===== config.mk =====
export PLATFORM = sky130hd
export DESIGN_NAME = periodic_task_dispatcher
export DESIGN_NICKNAME = d
export VERILOG_FILES = /design/src/rtl/core/ptd_pkg.sv /design/src/rtl/core/periodic_task_dispatcher.sv
export SDC_FILE = /design/constraint.sdc
export NUM_CORES = 1
export LEC_CHECK = 0
export ABC_AREA = 1
export BUFFER_PORTS_ARGS = -buffer_cell sky130_fd_sc_hd__buf_2
export CORE_AREA = 2 2 203 185
export CTS_BUF_LIST = sky130_fd_sc_hd__clkbuf_4
export DETAILED_ROUTE_END_ITERATION = 16
export DIE_AREA = 0 0 205 187
export PLACE_DENSITY = 0.62
export SLEW_MARGIN = 10
export SYNTH_ARGS = -nofsm -noshare
export SYNTH_HDL_FRONTEND = slang
export SYNTH_SLANG_ARGS = --single-unit

===== constraint.sdc =====
create_clock -name clk -period 5.28 [get_ports clk]
set_input_delay 0.528 -clock clk [delete_from_list [all_inputs] [get_ports clk]]
set_output_delay 0.528 -clock clk [all_outputs]
set_load 0.03 [all_outputs]

===== src/rtl/core/ptd_pkg.sv =====
`default_nettype none

package ptd_pkg;

  localparam int MAX_TASKS       = 8;
  localparam int LOWEST_PRIORITY = 7;
  localparam int IDX_W           = (MAX_TASKS > 1) ? $clog2(MAX_TASKS) : 1;
  localparam int CNT_W           = $clog2(MAX_TASKS + 1);
  localparam int PRI_W           = 3;

  localparam logic [7:0] WINDOW_RESET = 8'd120;

  localparam logic [1:0] ACT_CREATE = 2'd0;
  localparam logic [1:0] ACT_DELETE = 2'd1;
  localparam logic [1:0] ACT_TICK   = 2'd2;

  localparam logic [1:0] ST_OK         = 2'd0;
  localparam logic [1:0] ST_TABLE_FULL = 2'd1;
  localparam logic [1:0] ST_NULL_TASK  = 2'd2;

  typedef struct packed {
    logic [1:0]       action;
    logic [7:0]       task_id;
    logic [7:0]       period;
    logic [PRI_W-1:0] priority_req;
  } ptd_req_t;

  typedef struct packed {
    logic [1:0] status;
    logic       dispatch_valid;
    logic [7:0] dispatched_task;
    logic [7:0] tick_count;
    logic       last;
  } ptd_rsp_t;

endpackage

`default_nettype wire


===== src/rtl/core/periodic_task_dispatcher.sv =====
// Periodic task dispatcher.
// Requests enter on req/req_valid and are taken at a clock edge where req_valid
// is high and req_stall is low. Results leave on rsp/rsp_valid and are taken
// when rsp_valid is high and rsp_stall is low. cfg_we/cfg_wdata write the
// schedule window length (reset value 120); write it only while idle.
// One request is handled at a time: req_stall stays high from acceptance
// until its final result (last = 1) has been loaded into the output register.
// Create and delete give one result, and so does an unused action; a tick
// that wraps the counter gives one idle result. Each is loaded from S_FIN.
// Any other tick checks each table entry for divisibility on one shared
// restoring-division step unit, one quotient bit per cycle; an entry with a
// zero period is never due. Then a priority walk visits the 8 levels from 0
// to 7 and gives one result per due task, lowest table index first within a
// level, followed by the idle result.
// A stalled receiver freezes the sequencer on its next result; nothing is lost.
// Synchronous reset empties the table, clears the counter, restores the window
// length and drops any pending result.
`default_nettype none

module periodic_task_dispatcher
  import ptd_pkg::*;
(
  input  wire logic     clk,
  input  wire logic     rst,
  input  wire logic     req_valid,
  output logic          req_stall,
  input  wire ptd_req_t req,
  output logic          rsp_valid,
  input  wire logic     rsp_stall,
  output ptd_rsp_t      rsp,
  input  wire logic     cfg_we,
  input  wire logic [7:0] cfg_wdata
);

  localparam logic [1:0] S_IDLE = 2'd0;
  localparam logic [1:0] S_MOD  = 2'd1;
  localparam logic [1:0] S_EMIT = 2'd2;
  localparam logic [1:0] S_FIN  = 2'd3;

  logic [1:0]       state;
  logic [CNT_W-1:0] task_count;
  logic [7:0]       schedule_counter;
  logic [7:0]       window_length;
  logic [1:0]       fin_status;

  logic [7:0]       task_ids        [MAX_TASKS];
  logic [7:0]       task_periods    [MAX_TASKS];
  logic [PRI_W-1:0] task_priorities [MAX_TASKS];
  logic [MAX_TASKS-1:0] due;

  // shared division step unit
  logic [IDX_W-1:0] idx;
  logic [2:0]       step;
  logic [7:0]       rem;
  logic [7:0]       dvd;
  logic [PRI_W-1:0] prio;

  logic             accept;
  logic             rsp_free;
  logic [7:0]       counter_inc;
  logic [7:0]       cur_period;
  logic [8:0]       trial;
  logic             trial_ge;
  logic [7:0]       rem_next;
  logic             last_idx;
  logic [MAX_TASKS-1:0] level_mask;
  logic [IDX_W-1:0] pick;
  logic [MAX_TASKS-1:0] del_match;
  logic             del_hit;
  logic [IDX_W-1:0] del_pos;

  assign req_stall   = (state != S_IDLE);
  assign accept      = req_valid && !req_stall;
  assign rsp_free    = !rsp_valid || !rsp_stall;
  assign counter_inc = schedule_counter + 8'd1;
  assign cur_period  = task_periods[idx];
  assign trial       = {rem, dvd[7]};
  assign trial_ge    = trial >= {1'b0, cur_period};
  assign rem_next    = trial_ge ? 8'(trial - {1'b0, cur_period}) : trial[7:0];
  assign last_idx    = (CNT_W'(idx) + CNT_W'(1)) == task_count;

  always_comb begin
    level_mask = '0;
    del_match  = '0;
    for (int i = 0; i < MAX_TASKS; i++) begin
      level_mask[i] = due[i] && (task_priorities[i] == prio);
      del_match[i]  = (CNT_W'(i) < task_count) && (task_ids[i] == req.task_id);
    end
  end

  always_comb begin
    pick    = '0;
    del_pos = '0;
    for (int i = MAX_TASKS - 1; i >= 0; i--) begin
      if (level_mask[i]) begin
        pick = IDX_W'(i);
      end
      if (del_match[i]) begin
        del_pos = IDX_W'(i);
      end
    end
  end

  assign del_hit = |del_match;

  always_ff @(posedge clk) begin
    if (rst) begin
      window_length <= WINDOW_RESET;
    end else if (cfg_we) begin
      window_length <= cfg_wdata;
    end
  end

  // table storage, no reset
  always_ff @(posedge clk) begin
    if (accept && req.action == ACT_CREATE && req.task_id != 8'd0
        && task_count < CNT_W'(MAX_TASKS)) begin
      task_ids[IDX_W'(task_count)]        <= req.task_id;
      task_periods[IDX_W'(task_count)]    <= req.period;
      task_priorities[IDX_W'(task_count)] <= req.priority_req;
    end else if (accept && req.action == ACT_DELETE && req.task_id != 8'd0 && del_hit) begin
      // close the gap
      for (int j = 0; j < MAX_TASKS - 1; j++) begin
        if (IDX_W'(j) >= del_pos) begin
          task_ids[j]        <= task_ids[j+1];
          task_periods[j]    <= task_periods[j+1];
          task_priorities[j] <= task_priorities[j+1];
        end
      end
    end
  end

  always_ff @(posedge clk) begin
    if (rst) begin
      state            <= S_IDLE;
      task_count       <= '0;
      schedule_counter <= 8'd0;
      rsp_valid        <= 1'b0;
    end else begin
      if (rsp_valid && !rsp_stall) begin
        rsp_valid <= 1'b0;
      end
      unique case (state)
        S_IDLE: begin
          if (accept) begin
            fin_status <= ST_OK;
            state      <= S_FIN;
            unique case (req.action)
              ACT_CREATE: begin
                if (req.task_id == 8'd0) begin
                  fin_status <= ST_NULL_TASK;
                end else if (task_count >= CNT_W'(MAX_TASKS)) begin
                  fin_status <= ST_TABLE_FULL;
                end else begin
                  task_count <= task_count + CNT_W'(1);
                end
              end
              ACT_DELETE: begin
                if (req.task_id == 8'd0) begin
                  fin_status <= ST_NULL_TASK;
                end else if (del_hit) begin
                  task_count <= task_count - CNT_W'(1);
                end
              end
              ACT_TICK: begin
                due  <= '0;
                idx  <= '0;
                step <= 3'd0;
                rem  <= 8'd0;
                dvd  <= counter_inc;
                prio <= '0;
                if (counter_inc == window_length) begin
                  schedule_counter <= 8'd0;
                end else begin
                  schedule_counter <= counter_inc;
                  if (task_count != '0) begin
                    state <= S_MOD;
                  end else begin
                    state <= S_EMIT;
                  end
                end
              end
              default: begin
              end
            endcase
          end
        end
        S_MOD: begin
          if (cur_period == 8'd0 || step == 3'd7) begin
            due[idx] <= (cur_period != 8'd0) && (rem_next == 8'd0);
            if (last_idx) begin
              state <= S_EMIT;
            end else begin
              idx  <= idx + IDX_W'(1);
              step <= 3'd0;
              rem  <= 8'd0;
              dvd  <= schedule_counter;
            end
          end else begin
            rem  <= rem_next;
            dvd  <= {dvd[6:0], 1'b0};
            step <= step + 3'd1;
          end
        end
        S_EMIT: begin
          if (|level_mask) begin
            if (rsp_free) begin
              rsp_valid           <= 1'b1;
              rsp.status          <= ST_OK;
              rsp.dispatch_valid  <= 1'b1;
              rsp.dispatched_task <= task_ids[pick];
              rsp.tick_count      <= schedule_counter;
              rsp.last            <= 1'b0;
              due[pick]           <= 1'b0;
            end
          end else if (prio == PRI_W'(LOWEST_PRIORITY)) begin
            state <= S_FIN;
          end else begin
            prio <= prio + PRI_W'(1);
          end
        end
        S_FIN: begin
          if (rsp_free) begin
            rsp_valid           <= 1'b1;
            rsp.status          <= fin_status;
            rsp.dispatch_valid  <= 1'b0;
            rsp.dispatched_task <= 8'd0;
            rsp.tick_count      <= schedule_counter;
            rsp.last            <= 1'b1;
            state               <= S_IDLE;
          end
        end
        default: begin
          state <= S_IDLE;
        end
      endcase
    end
  end

`ifndef SYNTHESIS
  a_count_bound: assert property (@(posedge clk) disable iff (rst)
    task_count <= CNT_W'(MAX_TASKS))
    else $error("task table count exceeds capacity");

  a_busy_stalls: assert property (@(posedge clk) disable iff (rst)
    (state != S_IDLE) |-> req_stall)
    else $error("request taken while busy");

  a_mod_in_table: assert property (@(posedge clk) disable iff (rst)
    (state == S_MOD) |-> (CNT_W'(idx) < task_count))
    else $error("divisibility check beyond table");

  a_nonlast_dispatch: assert property (@(posedge clk) disable iff (rst)
    (rsp_valid && !rsp.last) |-> rsp.dispatch_valid)
    else $error("non-final result without dispatch");

  a_fin_to_idle: assert property (@(posedge clk) disable iff (rst)
    (state == S_FIN && rsp_free) |=> (state == S_IDLE && rsp_valid && rsp.last))
    else $error("final result not delivered");
`endif

endmodule

`default_nettype wire


# Yosys cells after proc, flatten, opt, wreduce, memory -nomap -nowiden
# Memory sizes are Yosys's and may differ from the RTL's. A register that Yosys moved wholly into a read port is not among the register bits.
# Cells that the tools add are included.
totals:
  reg_bits: 78
  latch_bits: 0
  ramBits: 152
  mem_bits_ro: 0
  output_inout_bits: 22
  wordCells: 269
  n_memories: 3
memory_table:
  columns: ["memory", "words", "word_bits", "rd", "rd_ports_with_merged_regs", "write_ports", "line", "rtl"]
  rows:
  - ["task_ids", 8, 8, 9, 0, 7, "periodic_task_dispatcher.sv:46", "logic [7:0] task_ids [MAX_TASKS];"]
  - ["task_periods", 8, 8, 8, 1, 7, "periodic_task_dispatcher.sv:47", "logic [7:0] task_periods [MAX_TASKS];"]
  - ["task_priorities", 8, 3, 8, 0, 7, "periodic_task_dispatcher.sv:48", "logic [PRI_W-1:0] task_priorities [MAX_TASKS];"]
classes:
  addsub: 8
  mul: 0
  n_div: 0
  order_cmp: 22
  eq_ne: 41
  shifts: 0
  n_mux: 115
  bitwise: 3
  reduce_logical: 60
ops:
  columns: ["operator", "n"]
  rows:
  - ["8-bit 2-to-1 mux", 15]
  - ["3-bit 2-to-1 mux", 29]
  - ["8-bit == test", 9]
  - ["20-bit 2-to-1 mux", 3]
  - ["20-bit case mux with 2 select lines", 1]
  - ["1-bit 2-to-1 mux", 39]
  - ["8-bit case mux with 2 select lines", 2]
  - ["8-bit OR reduction", 4]
  - ["2-bit inequality test (second input constant)", 14]
  - ["1-bit logical AND", 27]
  - ["3-bit == test", 8]
  - ["8-bit zero test", 3]
  - ["8-bit case mux with 3 select lines", 1]
  - ["2-bit 2-to-1 mux", 11]
  - ["3-bit case mux with 2 select lines", 3]
  - ["6-bit AND reduction", 3]
  - ["3-bit by 4-bit less-than comparator with 1-bit output (first input constant)", 4]
  - ["4-bit 2-to-1 mux", 4]
  - ["8-bit nonzero test", 2]
  - ["7-bit AND reduction", 2]
  - ["5-bit AND reduction", 2]
  - ["2-bit nonzero test", 5]
  - ["3-bit by 1-bit adder with 3-bit output (second input constant)", 3]
  - ["3-bit greater-or-equal comparator (first input constant)", 3]
  - ["36 further kinds", 52]

# Longest topological paths before layout
# An unclocked memory read counts as a cell.
logic_depth:
  ltp_word: 20
  mapped_depth: 25
  depth_no_buf: 23

# Worst setup path before layout
# No wires, ideal clock.
synth_path:
  path_kind: "flip-flop to flip-flop"
  start: "reg prio[0]"
  end: "reg rsp[0] in the netlist's numbering (enable)"
  arrival_ps: 4431
  required_time_ps: 4773
  setup_slack_ps: 342
  stages_incl_launch_ff: 13
  path_buffers: 1
  path_cell_list: "edfxtp_1 buf_4 inv_2 nor2_1 nor2_1 nand2_1 nor2_1 inv_1 nand2_1 nor2_1 nand3_1 a21oi_1 a2111oi_0"
synth_between:
  elab_chain_cells: 5
  word_cells_on_any_way: 19
  cone_classes: "9 x eq/ne; 10 x reduce/logical"
synth_lines:
  columns: ["item", "line", "rtl"]
  rows:
  - ["from (decl)", "periodic_task_dispatcher.sv:56", "logic [PRI_W-1:0] prio;"]
  - ["from (signal assigned)", "periodic_task_dispatcher.sv:219", "prio <= prio + PRI_W'(1);"]
  - ["3-bit == test", "periodic_task_dispatcher.sv:86", "level_mask[i] = due[i] && (task_priorities[i] == prio);"]
  - ["1-bit logical AND", "periodic_task_dispatcher.sv:86", null]
  - ["8-bit OR reduction *", "periodic_task_dispatcher.sv:206", "if (|level_mask) begin"]
  - ["2-bit inequality test (no line) *", null, null]
  - ["5-bit AND reduction (no line) *", null, null]
  - ["to (decl)", "periodic_task_dispatcher.sv:30", "output ptd_rsp_t rsp,"]
# Every way passes the cells marked *; elsewhere a longest branch is shown, timed or not.
# A chain may end at the register's enable or synchronous reset.

==> metrics.yaml <==
sta:
  min_period_ns: 4.13
  fin_crit_sh_pct: 78.3
  finClkSkew_ns: 0.0408
  finalSetupViolCount: 0
  slew-limit-headroom_pct: 24.9
  rsz0062_at_grt: "false"
  tightest_slew_ns: 1.13
  slew_viol_final: 0
  hold_violations: 0
  max_freq_mhz: 242
  finalSetupTns_ns: 0
cts:
  cts_setup_buffers: 0
  cts.clk_slew.worst_paths_ns: 0.07
  postCtsResizedCells: 0
  clock_path_buffers: 3
  htree_levels: 3
  cts_tree: "done"
  cts_root_buf: "clkbuf_4"
  cts_buffers: 67
  clock_latency_ns: 0.73
  cts.sinks: 233
  holdBufCountCts: 0
die:
  die_area_sq_mm: 0.0383
  io_pins: 56
  initial_utilization_pct: 39.1
  die_w_um: 205
  die_y_um: 187
  coreArea_sq_mm: 0.0366
  core.rowCount: 67
worst_setup_path:
  end_kind: "flop"
  crit_slowest_cell: "o21ai_0"
  crit_type: "flop to flop"
  critical_path_depth: 21
  path_buf_inv: 3
  path_common_cell: "nand2_1"
  cpPeakStageDelay_ns: 0.57
  start_kind: "flop"
  crit_fanout: 18
  critPathTopFamily: "simple AND/OR/NAND/NOR gates"
  cp.required_ns: 5.82
  cp_cell_sequence: "buf_4 > inv_1 > a21oi_1 > o21ai_0 > nand2_1 > o21ai_0 > ha_1 > nand2_1 > nor2_1 > nand3_1 > nand2_1 > clkinv_1 > nand2_1 > nand2_1 > nand2_1 > nand2_1 > nor2_1 > nand3_1 > nand2_1 > nand2_1 > a21oi_1"
  arrival_ns: 4.68
  ff2ff_path_depth: 21
synthesis:
  yosysMostFrequentCell: "nand2_1"
  syn_area_sq_mm: 0.0143
  syn-num-nets: 1814
  synth-edff-count: 207
  synth.top_cell.area_share_pct: 43.5
  netlist_top_cells_count: "nand2_1 (546), edfxtp_1 (207), inv_1 (157), nand3_1 (133), nor2_1 (126)"
  yosysWarnings: 0
  yosysTopAreaCell: "edfxtp_1"
  synth_area_leaders: "edfxtp_1 (44%), nand2_1 (14%), nand3_1 (4.7%)"
  ys.flop_type: "edfxtp_1"
  ys_seq_area_share_pct: 47.2
  synth_cells: 1756
  synthArstFlopShare_pct: 0
  synth.distinct_cells: 53
  syn_avg_cell_area_sq_um: 8.14
  ys_seq_elements: 233
detailed_routing:
  vias: 12700
  dr.pass1.iters: 6
  avgViaCountPerCell: 5.37
  drtIter0Drc: 1261
  ant_nets: 0
  routedWlPerCell_um: 18.7
  routed_wl_mm: 44.2
  route.detailed.drc: 0
hold_path:
  hold_class: "input pin to flop"
  holdPathStages: 3
finish:
  areaGrowthSynthToFinish_pct: 9.90
  multi_input_area_sq_mm: 0.00638
  num-fill-cells: 3782
  drive_gt1_share_pct: 14.7
  final_cells: 2362
  seq_area_sq_mm: 0.00674
  fin_nets: 1882
status:
  status: "finished, final reports clean"
global_routing:
  grtUsageTotal_pct: 23.2
  grt_pass1_wl_mm: 68.7
  overflow: 0
  antenna_found_initial: 1
  grt_start_max_net_pins: 40
  grt_pass1_vias: 12100
power_and_ir_drop:
  powerDensity_mw_per_mm2: 391
  power_mw: 6.14
  ir_drop_mv: 0.235
  leakagePower_nw: 6.79
placed_design:
  place_inst: 2238
  dp_hpwl_mm: 30.4
  gp_congestion: 1.00
  portBuffers: 55
flow_run:
  max_cap_violations: 0
## metrics by stage
stage               area, sq um  util [%]  worst slack [ns]  hold WS, ns
floorplan                 14300         -             0.342        0.447
global placement          14800      40.5              1.24        0.469
detailed placement        14800      40.5              1.24        0.467
CTS                       15700      42.9              1.18      0.00122
global route              15700      43.0             0.665       0.0313
finish                    15700      43.0              1.15       0.0423
## cell type report
class / count / share of cell area, %
Antenna cell: 1 / 0.0159
Clock buffer: 104 / 4.97
Clock inverter: 19 / 0.661
Inverter: 178 / 4.32
Multi-Input combinational cell: 1271 / 40.7
Sequential cell: 233 / 42.9
Tap cell: 483 / 3.85
Timing Repair Buffer: 73 / 2.61
## cell usage in the layout (no fill, tap or decap), types with 2 or more instances in the layout
master,n
nand2_1,546
o21ai_0,82
o22ai_1,3
nand4_1,46
xnor2_1,26
buf_4,18
o21ai_1,60
nor2_4,3
or2_1,3
xor2_1,17
nand4_2,2
inv_1,157
o211ai_1,16
nand3b_1,5
nand2_4,10
o21a_1,4
nor3_1,19
a31oi_1,3
nand3_1,133
a21boi_1,3
nor4_1,4
nand3_2,4
clkinv_2,2
a21oi_1,69
clkbuf_4,104
nand2_2,24
clkinv_1,17
ha_1,23
nand3_4,3
o21ai_2,9
inv_4,4
o21ai_4,6
dfxtp_1,26
nor2_2,8
edfxtp_1,207
buf_2,55
nor2_1,126
inv_2,15
## worst min-delay path, cell delays in order
cell	delay [ns]
buf_2	0.07
nand2_1	0.04
nand3_1	0.06
## sequential cells by signal, indices dropped and copies added (netlist names), named ones only
signal / flops
task_count: 4
dvd: 8
due: 8
schedule_counter: 8
rsp: 20
state: 2
task_periods: 64
task_ids: 64
step: 3
prio: 3
window_length: 8
rsp_valid: 1
task_priorities: 24
idx: 3
fin_status: 2
rem: 8
## path summary, 6_finish.rpt
check	start	endpoint	slack, ns
hold reg to reg	window_length[4]	window_length[4]	0.48
setup reg to reg	flop	due[1]	1.15
setup / recovery	flop	due[1]	1.15
hold / removal	cfg_wdata[6]	window_length[6]	0.04
## report_power, final
part           leakage [nW]  switching, mW  internal (mW)
clock network         0.529          0.830          0.947
registers              2.10          0.126           2.21
logic                  4.16           1.40          0.623
## layer usage
metal | track usage, % | routed length, um
met5 | 0 | 0
met4 | 8.55 | 1320
met3 | 4.74 | 3500
met2 | 36.3 | 20000
met1 | 31.8 | 19300
## logic make-up (layout without fill, tap and decap cells)
| logic type | Yosys count | count (layout) | synth area share (%) |
|---|---|---|---|
| DFF | 233 | 233 | 47.2 |
| AOI/OAI and AO/OA | 262 | 262 | 10.5 |
| and+or+nand+nor | 942 | 942 | 29.2 |
| xor gates and xnor gates | 43 | 43 | 2.64 |
| buffers and inverters | 252 | 374 | 8.31 |
| other | 0 | 1 | 0 |
| adders and majority gates | 24 | 24 | 2.15 |
No activity file was read; power rests on OpenSTA's default activity.
